File: config.mk
export PLATFORM = sky130hd
export DESIGN_NAME = tbp_cfg
export DESIGN_NICKNAME = d
export VERILOG_FILES = /design/src/tournament_branch_predictor_top_assert.svh /design/src/tbp_pkg.sv /design/src/tbp_cfg.sv
export SDC_FILE = /design/constraint.sdc
export NUM_CORES = 1
export LEC_CHECK = 0
export BUFFER_PORTS_ARGS = -buffer_cell sky130_fd_sc_hd__buf_2
export CAP_MARGIN = 20
export CORE_MARGIN = 4
export CORE_UTILIZATION = 32
export CTS_BUF_LIST = sky130_fd_sc_hd__clkbuf_2 sky130_fd_sc_hd__clkbuf_4 sky130_fd_sc_hd__clkbuf_8
export CTS_CLUSTER_SIZE = 12
export DETAILED_ROUTE_END_ITERATION = 12
export GPL_TIMING_DRIVEN = 0
export PLACE_DENSITY = 0.83
export SLEW_MARGIN = 30
export SYNTH_ARGS = -nofsm -noshare
export SYNTH_HDL_FRONTEND = slang
export SYNTH_SLANG_ARGS = --single-unit
export TNS_END_PERCENT = 50
File: constraint.sdc
create_clock -name clk -period 0.9 [get_ports clk]
set_input_delay 0.09 -clock clk [delete_from_list [all_inputs] [get_ports clk]]
set_output_delay 0.09 -clock clk [all_outputs]
set_load 0.02 [all_outputs]
File: src/tournament_branch_predictor_top_assert.svh
// Assertion macros for the tournament branch predictor.
// Clocked on clk, disabled while rst_n is low.
`ifndef TOURNAMENT_BRANCH_PREDICTOR_TOP_ASSERT_SVH
`define TOURNAMENT_BRANCH_PREDICTOR_TOP_ASSERT_SVH

`ifndef ASSERT_OFF
`define TBP_ASSERT_IMP(label, ante, cons) \
  label: assert property (@(posedge clk) disable iff (!rst_n) (ante) |-> (cons)) \
    else $error("assertion failed");
`define TBP_ASSERT_NXT(label, ante, cons) \
  label: assert property (@(posedge clk) disable iff (!rst_n) (ante) |=> (cons)) \
    else $error("assertion failed");
`else
`define TBP_ASSERT_IMP(label, ante, cons)
`define TBP_ASSERT_NXT(label, ante, cons)
`endif

`endif

File: src/tbp_pkg.sv
package tbp_pkg;

  localparam int MAX_GLOBAL_BITS = 12;
  localparam int MAX_LOCAL_BITS  = 12;
  localparam int MAX_PC_BITS     = 12;

  localparam int GLOBAL_DEPTH = 1 << MAX_GLOBAL_BITS;
  localparam int LOCAL_DEPTH  = 1 << MAX_LOCAL_BITS;
  localparam int PC_DEPTH     = 1 << MAX_PC_BITS;

  localparam int CLR_W = (MAX_GLOBAL_BITS > MAX_LOCAL_BITS) ?
                         ((MAX_GLOBAL_BITS > MAX_PC_BITS) ? MAX_GLOBAL_BITS : MAX_PC_BITS) :
                         ((MAX_LOCAL_BITS > MAX_PC_BITS) ? MAX_LOCAL_BITS : MAX_PC_BITS);

  localparam int MASK_W   = 16;
  localparam int CFG_AW   = 4;
  localparam int CFG_DW   = 32;
  localparam int CFG_BITS = 4;

  localparam logic [1:0] CFG_IDX_GHB = 2'd0;
  localparam logic [1:0] CFG_IDX_LHB = 2'd1;
  localparam logic [1:0] CFG_IDX_PCB = 2'd2;

  localparam logic [CFG_BITS-1:0] GHB_RST = 4'd9;
  localparam logic [CFG_BITS-1:0] LHB_RST = 4'd10;
  localparam logic [CFG_BITS-1:0] PCB_RST = 4'd10;

  localparam logic [1:0] CTR_RST     = 2'd1;
  localparam logic [1:0] CHOOSER_RST = 2'd2;

  typedef struct packed {
    logic [CFG_BITS-1:0] gbits;
    logic [CFG_BITS-1:0] lbits;
    logic [CFG_BITS-1:0] pbits;
  } tbp_cfg_t;

  typedef struct packed {
    logic [1:0] chooser;
    logic [1:0] gctr;
  } tbp_gent_t;

  typedef enum logic [1:0] {
    S_CLEAR,
    S_IDLE,
    S_LREAD,
    S_EXEC
  } tbp_state_t;

  function automatic logic [MASK_W-1:0] width_mask(input logic [CFG_BITS-1:0] bits,
                                                   input logic [4:0] max_bits);
    logic [4:0] b;
    b = {1'b0, bits};
    if (b == 5'd0) b = 5'd1;
    if (b > max_bits) b = max_bits;
    width_mask = ~({MASK_W{1'b1}} << b);
  endfunction

  function automatic logic [1:0] counter_step(input logic [1:0] c, input logic up);
    logic [1:0] r;
    r = c;
    if (up) begin
      if (c != 2'd3) r = c + 2'd1;
    end else begin
      if (c != 2'd0) r = c - 2'd1;
    end
    counter_step = r;
  endfunction

endpackage

File: src/tbp_cfg.sv
module tbp_cfg (
  input  logic                         clk,
  input  logic                         rst_n,
  input  logic                         psel,
  input  logic                         penable,
  input  logic                         pwrite,
  input  logic [tbp_pkg::CFG_AW-1:0]   paddr,
  input  logic [tbp_pkg::CFG_DW-1:0]   pwdata,
  output logic [tbp_pkg::CFG_DW-1:0]   prdata,
  output logic                         pready,
  output tbp_pkg::tbp_cfg_t            cfg
);
  import tbp_pkg::*;

  tbp_cfg_t   cfg_r;
  tbp_cfg_t   cfg_nxt;
  logic [1:0] idx;
  logic       wr;

  assign idx    = paddr[CFG_AW-1:2];
  assign wr     = psel && penable && pwrite;
  assign pready = 1'b1;

  always_comb begin
    cfg_nxt = cfg_r;
    if (wr) begin
      case (idx)
        CFG_IDX_GHB: cfg_nxt.gbits = pwdata[CFG_BITS-1:0];
        CFG_IDX_LHB: cfg_nxt.lbits = pwdata[CFG_BITS-1:0];
        CFG_IDX_PCB: cfg_nxt.pbits = pwdata[CFG_BITS-1:0];
        default:     cfg_nxt = cfg_r;
      endcase
    end
  end

  always_ff @(posedge clk) begin
    if (!rst_n) begin
      cfg_r.gbits <= GHB_RST;
      cfg_r.lbits <= LHB_RST;
      cfg_r.pbits <= PCB_RST;
    end else begin
      cfg_r <= cfg_nxt;
    end
  end

  always_comb begin
    case (idx)
      CFG_IDX_GHB: prdata = {{(CFG_DW-CFG_BITS){1'b0}}, cfg_r.gbits};
      CFG_IDX_LHB: prdata = {{(CFG_DW-CFG_BITS){1'b0}}, cfg_r.lbits};
      CFG_IDX_PCB: prdata = {{(CFG_DW-CFG_BITS){1'b0}}, cfg_r.pbits};
      default:     prdata = '0;
    endcase
  end

  assign cfg = cfg_r;

endmodule

### Yosys cells after proc, flatten, opt, wreduce, memory -nomap -nowiden

Index checks and enable logic that the tools add are counted.

* bits in registers: 12
* input port bits: 41

* equality and inequality tests: 2
* mux-type cells: 1
* reductions and logical operators: 6

Operator list (number)
* case mux 4 bit (3 select lines): 1
* AND reduction 2 bit: 3
* == test 2 x 1 -> 1 bit (second input constant): 1
* == test 2 bit (second input constant): 1
* logical AND 1 bit: 2
* logical NOT 2 bit: 1

### Depth between registers and ports, before layout

Gate-level depths: netlist (run 1).

* depth in word-level cells: 3
* mapped depth: 4
* gate-level depth less buffers: 3

### Worst setup path after synthesis (run 1)

No wires, ideal clock.

* path type: reg2out
* from: register cfg_r (netlist bit cfg[7])
* to: output prdata[3] (netlist name)
* arrival: 1027 ps
* required time: 810 ps
* path slack: -217 ps
* stages on the path, launching flop included: 3
* cells stage by stage: dfxtp_1 > mux2i_1 > o21ai_0

* longest elaborated chain between the ends: 1

Ends and longest elaborated chain
* start: declaration: RTL line tbp_cfg.sv:15 `tbp_cfg_t cfg_r;`
* start signal: assignment: RTL line tbp_cfg.sv:42 `cfg_r <= cfg_nxt;`
* case mux 4 bit (3 select lines): RTL line tbp_cfg.sv:47 `case (idx)`
* end: declaration: RTL line tbp_cfg.sv:9 `output logic [tbp_pkg::CFG_DW-1:0] prdata,`

No other way between the ends.

### Worst setup path after layout (run 1)

* from: register cfg_r (netlist bit cfg[5])
* to: output prdata[1] (netlist name)

The elaborated chain is that of the path after synthesis.

==> impl_metrics.env, run 1 <==
export IMPL_rsz0062_at_grt="true"
export IMPL_htree_num_levels=1
export IMPL_grt_pass1_vias=636
export IMPL_post_drt_wl_per_cell_um=9.68
export IMPL_drt_wl_total_um=1810
export IMPL_n_fill_cell=249
export IMPL_hold_depth=2
export IMPL_min_path_type="in -> reg"
export IMPL_synth_top_area_share_pct=29.2
export IMPL_die_area_um2=3450
export IMPL_ys_ff_latch=12
export IMPL_postCtsHoldBufs=0
export IMPL_placed_cell_area_um2=1110
export IMPL_start_util_pct=33.5
export IMPL_crit_required_ns=0.81
export IMPL_design_area_um2=1320
export IMPL_yosysWarnings=0
export IMPL_grt_max_degree=11
export IMPL_yosysSeqAreaShare_pct=29.2
export IMPL_clk_latency_ns=0.28
export IMPL_hold_viol=0
export IMPL_power_per_cell_area_nw_per_um2=1050
export IMPL_hp_start="pwdata[0]"
export IMPL_r2r_start="cfg[11]"
export IMPL_worstReg2RegEnd="cfg[11]"
export IMPL_area_growth_pct=59.9
export IMPL_cts_tree="built"
export IMPL_cts_buffer_depth=2
export IMPL_first_pass_iters=4
export IMPL_drc=0
export IMPL_leakage_nw=0.699
export IMPL_clkSlewWorstSetupHoldPaths_ns=0.07
export IMPL_vias=723
export IMPL_violations="negative setup slack"
export IMPL_path_class="reg -> out"
export IMPL_dp_slack_ns=-0.127
export IMPL_ir_worst_vdd_mv=0.571
export IMPL_reg2reg_depth=4
export IMPL_cts_buffers=3
export IMPL_netlist_top_cells_count="buf_4, mux2i_1, nand2_1"
export IMPL_worstSetupEndpointType="output pin"
export IMPL_timing_critical_path_arrival_ns=1.00
export IMPL_cp_top_family="flip-flops"
export IMPL_grt_ovfl_total=0
export IMPL_portBuffers=25
export IMPL_layout_setup_ws_ns=-0.188
export IMPL_syn_area_per_cell_um2=8.85
export IMPL_synth_flop_cell="dfxtp_1"
export IMPL_place_congestion=0.753
export IMPL_timing_fmax_ghz=0.920
export IMPL_chipWidth_um=58.7
export IMPL_max_stage_delay_ns=0.34
export IMPL_synth_most_common_cell="buf_4"
export IMPL_largest_reg_flops=12
export IMPL_core_um2=2450
export IMPL_final_max_slew_viol_count=0
export IMPL_synth_cell_type_count=19
export IMPL_grt_pass1_wl_um=2780
export IMPL_synthArstFlopShare_pct=0
export IMPL_drive_gt1_share_pct=58.6
export IMPL_hold_end="cfg[8]"
export IMPL_yosysTopAreaCell="dfxtp_1"
export IMPL_synth_edff_count=0
export IMPL_diodes=0
export IMPL_fin_util_pct=53.6
export IMPL_fp_row_count=18
export IMPL_synth_cells=93
export IMPL_synthTopCellsByArea="dfxtp_1, buf_4, mux2i_1, nand2_1, nand4_4"
export IMPL_cp_num_buf_inv=1
export IMPL_syn_area_um2=823
export IMPL_start_kind="flip-flop"
export IMPL_die_y_um=58.7
export IMPL_antenna_found_initial=0
export IMPL_skew_ns=0
export IMPL_final_period_utilization_pct=121
export IMPL_numClockSinks=12
export IMPL_period_minus_slack_ns=1.09
export IMPL_critical_path_slowest_cell="dfxtp_2"
export IMPL_rrSetupSlack_ns=0.07
export IMPL_vias_per_cell=3.87
export IMPL_final_nets=199
export IMPL_track_usage_pct=10.5
export IMPL_cap_violations=0
export IMPL_status="complete, but fails checks"
export IMPL_root_buffer="clkbuf_4"
export IMPL_cp_cell_sequence="mux2i_1, o21ai_2, buf_6"
export IMPL_final_antenna_net_count=0
export IMPL_drt_initial_drc_count=11
export IMPL_crit_fanout=2
export IMPL_pin_count=86
export IMPL_setup_viol=9
## worst max-delay path by stage
stage / startpoint / end / slack [ns] / cells after the start
floorplan: cfg[7] / prdata[3] / 0.02 / 2
global placement: pwrite / cfg[7] / -0.12 / 4
detailed placement: pwrite / cfg[7] / -0.13 / 4
CTS: cfg[6] / prdata[2] / -0.19 / 3
global route: cfg[6] / prdata[2] / -0.25 / 3
finish: cfg[5] / prdata[1] / -0.19 / 3
## layout by cell type (no fill, tap or decap), drive strengths merged
master / n
a211o: 1
buf: 63
nand3: 1
inv: 1
nand2: 13
mux2i: 15
o31a: 1
dfxtp: 12
o21ai: 4
conb: 29
or3b: 1
clkbuf: 5
and2b: 1
nor2: 4
nor3: 1
nor3b: 1
nor2b: 3
nand4: 1
## worst register-to-register path, delay by kind of cell (launching register included)
| kind | cells | cell delay [ns] |
|---|---|---|
| buf+inv | 2 | 0.23 |
| flops | 1 | 0.33 |
| mux | 1 | 0.06 |
| simple gates | 1 | 0.09 |
## logic make-up after synthesis
kind of cell | synth area share [%]
compound gates | 4.71
simple gates | 19.0
other cells | 0.912
mux | 18.2
flops | 29.2
buf+inv | 28.0
## per-layer routing
metal / vias to the layer above / track usage (%) / wire length (µm)
met1: 306 / 11.9 / 688
met5: - / 0 / 0
met2: 36 / 17.7 / 859
met4: 0 / 5.83 / 37
li1: 376 / - / -
met3: 5 / 3.07 / 225
## timing repair
item	CTS	global route
endpoints found under the setup margin	16	16
hold endpoints to repair	0	0
buffers inserted	4	4
gates resized for setup	28	15
pin swaps	1	1
gates cloned	0	0
## stage by stage
step / TNS [ns] / total power [mW] / hold slack, ns / std cells
2_1_floorplan: 0 / 0.853 / 0.208 / 120
3_3_place_gp: -1.31 / 0.917 / 0.316 / 175
3_5_place_dp: -1.46 / 0.918 / 0.318 / 175
4_1_cts: -0.855 / 1.37 / 0.0239 / 183
5_1_grt: -1.23 / 1.45 / 0.0645 / 187
6_report: -0.863 / 1.38 / 0.0315 / 187
## layout make-up
cell class / instances / area (µm²) / share of cell area, %
clock buffer: 4 / 36.3 / 2.76
multi-input combinational: 76 / 475 / 36.1
timing repair buffer: 33 / 275 / 20.9
inverter: 1 / 3.75 / 0.285
sequential: 12 / 255 / 19.4
tap: 30 / 37.5 / 2.85
buffer: 31 / 233 / 17.7
## report_power, final
group          internal [mW]  switching (mW)
Sequential             0.539         0.00560
Combinational          0.175           0.225
Clock                  0.246           0.193
Total                  0.960           0.423
No activity file was read; power rests on OpenSTA's default activity.
==> run 2, diff against run 1 <==
--- a/config.mk
+++ b/config.mk
@@ -7,13 +7,15 @@
 export LEC_CHECK = 0
 export BUFFER_PORTS_ARGS = -buffer_cell sky130_fd_sc_hd__buf_2
 export CAP_MARGIN = 20
+export CELL_PAD_IN_SITES_DETAIL_PLACEMENT = 0
+export CELL_PAD_IN_SITES_GLOBAL_PLACEMENT = 2
 export CORE_MARGIN = 4
-export CORE_UTILIZATION = 32
+export CORE_UTILIZATION = 15
 export CTS_BUF_LIST = sky130_fd_sc_hd__clkbuf_2 sky130_fd_sc_hd__clkbuf_4 sky130_fd_sc_hd__clkbuf_8
 export CTS_CLUSTER_SIZE = 12
 export DETAILED_ROUTE_END_ITERATION = 12
 export GPL_TIMING_DRIVEN = 0
-export PLACE_DENSITY = 0.83
+export PLACE_DENSITY = 0.82
 export SLEW_MARGIN = 30
 export SYNTH_ARGS = -nofsm -noshare
 export SYNTH_HDL_FRONTEND = slang
==> constraint.sdc (replaced) <==
create_clock -name clk -period 0.9 [get_ports clk]
set_input_delay 0.09 -clock clk [delete_from_list [all_inputs] [get_ports clk]]
set_output_delay 0.09 -clock clk [all_outputs]
set_load 0.005 [all_outputs]
==> run 2 against run 1 <==
  * The run still ends with negative setup slack left
  * Sequential cell count did not move
  * Count of clock-buffer cells in the layout fell by 1
  * Combinational power fell by 34%
  * Clock power rose by 6.6%
  * Via count fell by 6.1%
  * Global-route usage fell by 4.7 points
  * First-iteration DRC count fell by 27%
  * Critical path depth did not move
  * Clock skew did not move
  * Sequential power barely moved
  * Final cell count rose by 19%
==> impl_metrics.env, run 2 (synthesized netlist as in run 1, its figures left out) <==
export IMPL_status="complete, but fails checks"
export IMPL_violations="negative setup slack"
export IMPL_drt_wl_total_um=1980
export IMPL_power_total_mw=1.28
export IMPL_die_y_um=82.1
export IMPL_rsz0062_at_grt="true"
export IMPL_crit_required_ns=0.81
export IMPL_power_per_cell_area_nw_per_um2=1030
export IMPL_diodes=0
export IMPL_antenna_found_initial=0
export IMPL_rrSetupSlack_ns=0.11
export IMPL_crit_fanout=2
export IMPL_drive_gt1_share_pct=50.7
export IMPL_grt_ovfl_total=0
export IMPL_vias=679
export IMPL_die_area_um2=6740
export IMPL_timing_fmax_ghz=1.01
export IMPL_cp_endpoint="prdata[2]"
export IMPL_hold_viol=0
export IMPL_largest_reg_flops=12
export IMPL_r2r_start="cfg[8]"
export IMPL_hold_slack_ns=0.0914
export IMPL_worstReg2RegEnd="cfg[8]"
export IMPL_first_pass_iters=4
export IMPL_cap_violations=0
export IMPL_drt_initial_drc_count=8
export IMPL_grt_pass1_wl_um=3020
export IMPL_pin_count=86
export IMPL_final_antenna_net_count=0
export IMPL_fin_util_pct=23.9
export IMPL_start_kind="flip-flop"
export IMPL_grt_pass1_vias=681
export IMPL_cts_buffers=3
export IMPL_clk_latency_ns=0.23
export IMPL_pwr_share_comb_pct=20.7
export IMPL_worstSetupEndpointType="output pin"
export IMPL_vias_per_cell=3.06
export IMPL_final_common_cell="buf_4"
export IMPL_drc=0
export IMPL_hp_start="pwdata[0]"
export IMPL_clkSlewWorstSetupHoldPaths_ns=0.05
export IMPL_path_class="reg -> out"
export IMPL_clock_power_share_pct=36.6
export IMPL_place_congestion=0.699
export IMPL_leakage_nw=0.649
export IMPL_start_util_pct=15.8
export IMPL_intPower_mw=0.979
export IMPL_grt_max_degree=11
export IMPL_portBuffers=25
export IMPL_reg2reg_depth=2
export IMPL_switching_share_pct=23.5
export IMPL_seqPwrFrac_pct=42.7
export IMPL_startpoint="cfg[10]"
export IMPL_setup_viol=4
export IMPL_final_max_slew_viol_count=0
export IMPL_dp_cells=215
export IMPL_final_period_utilization_pct=110
export IMPL_core_um2=5200
export IMPL_hold_depth=2
export IMPL_p_sw_mw=0.300
export IMPL_final_nets=195
export IMPL_cts_tree="built"
export IMPL_layout_common_cells="buf_4, conb_1, buf_2"
export IMPL_chipWidth_um=82.1
export IMPL_skew_ns=0
export IMPL_root_buffer="clkbuf_8"
export IMPL_period_minus_slack_ns=0.989
export IMPL_n_fill_cell=586
export IMPL_cts_buffer_depth=2
export IMPL_area_growth_pct=51.1
export IMPL_numClockSinks=12
export IMPL_layout_setup_ws_ns=-0.0890
export IMPL_dp_hpwl_um=1660
export IMPL_min_path_type="in -> reg"
export IMPL_design_area_um2=1240
export IMPL_placed_cell_area_um2=1140
export IMPL_post_drt_wl_per_cell_um=8.93
export IMPL_timing_critical_path_arrival_ns=0.90
export IMPL_fp_row_count=26
export IMPL_final_cells=222
export IMPL_htree_num_levels=1
export IMPL_ir_worst_vdd_mv=0.354
export IMPL_track_usage_pct=5.86
## run 2: cell types whose count changed in the layout (fill, tap and decap cells not counted), sizes merged
cell | previous run | this run
clkbuf | 5 | 4
buf | 63 | 59
## run 2: how the worst min path moves through the flow
stage	slack [ns]	endpoint
6_report	0.09	cfg[8]
2_1_floorplan	0.21	cfg[8]
4_1_cts	0.09	cfg[8]
3_3_place_gp	0.33	cfg[8]
5_1_grt	0.11	cfg[8]
3_5_place_dp	0.33	cfg[8]
## run 2: worst max-delay path, stage by stage, from the launching register on
cell and delay, ns:
dfxtp_2 0.32, mux2i_1 0.06, o21ai_1 0.15, buf_2 0.14
## run 2: routing by layer
metal	global-route usage [%]	vias up	share of wire [%]
met2	9.69	34	45
met5	0	-	0
met3	1.86	2	12
met4	3.49	0	1.7
li1	-	369	-
met1	6.52	274	41
## run 2: metrics by stage
step | worst slack [ns] | TNS (ns)
2_1_floorplan | 0.0167 | 0
3_5_place_dp | -0.140 | -1.22
4_1_cts | -0.135 | -0.412
6_report | -0.0890 | -0.300
5_1_grt | -0.191 | -0.574
3_3_place_gp | -0.127 | -1.20
## run 2: final cells by class
cell class | instances | area, µm² | share of cell area [%]
plain buffers | 31 | 233 | 18.7
multi-input cells | 76 | 454 | 36.5
well taps | 70 | 87.6 | 7.04
inverters | 1 | 3.75 | 0.302
repair buffers | 29 | 174 | 14.0
clock buffers | 3 | 41.3 | 3.32
flip-flops and latches | 12 | 250 | 20.1
## run 2: power groups by stage
stage / sequential, mW / combinational (mW) / clock, mW
after CTS: 0.545 / 0.260 / 0.489
after global placement: 0.556 / 0.253 / 0
after detailed placement: 0.556 / 0.254 / 0
after global routing: 0.546 / 0.298 / 0.503
after floorplan: 0.556 / 0.186 / 0
final: 0.545 / 0.264 / 0.468
## run 2: what timing repair did
action | CTS | global route
hold buffers | 0 | 0
setup buffers | 4 | 0
pin swaps | 2 | 2
resized for setup | 12 | 3
endpoints found under the setup margin | 4 | 7
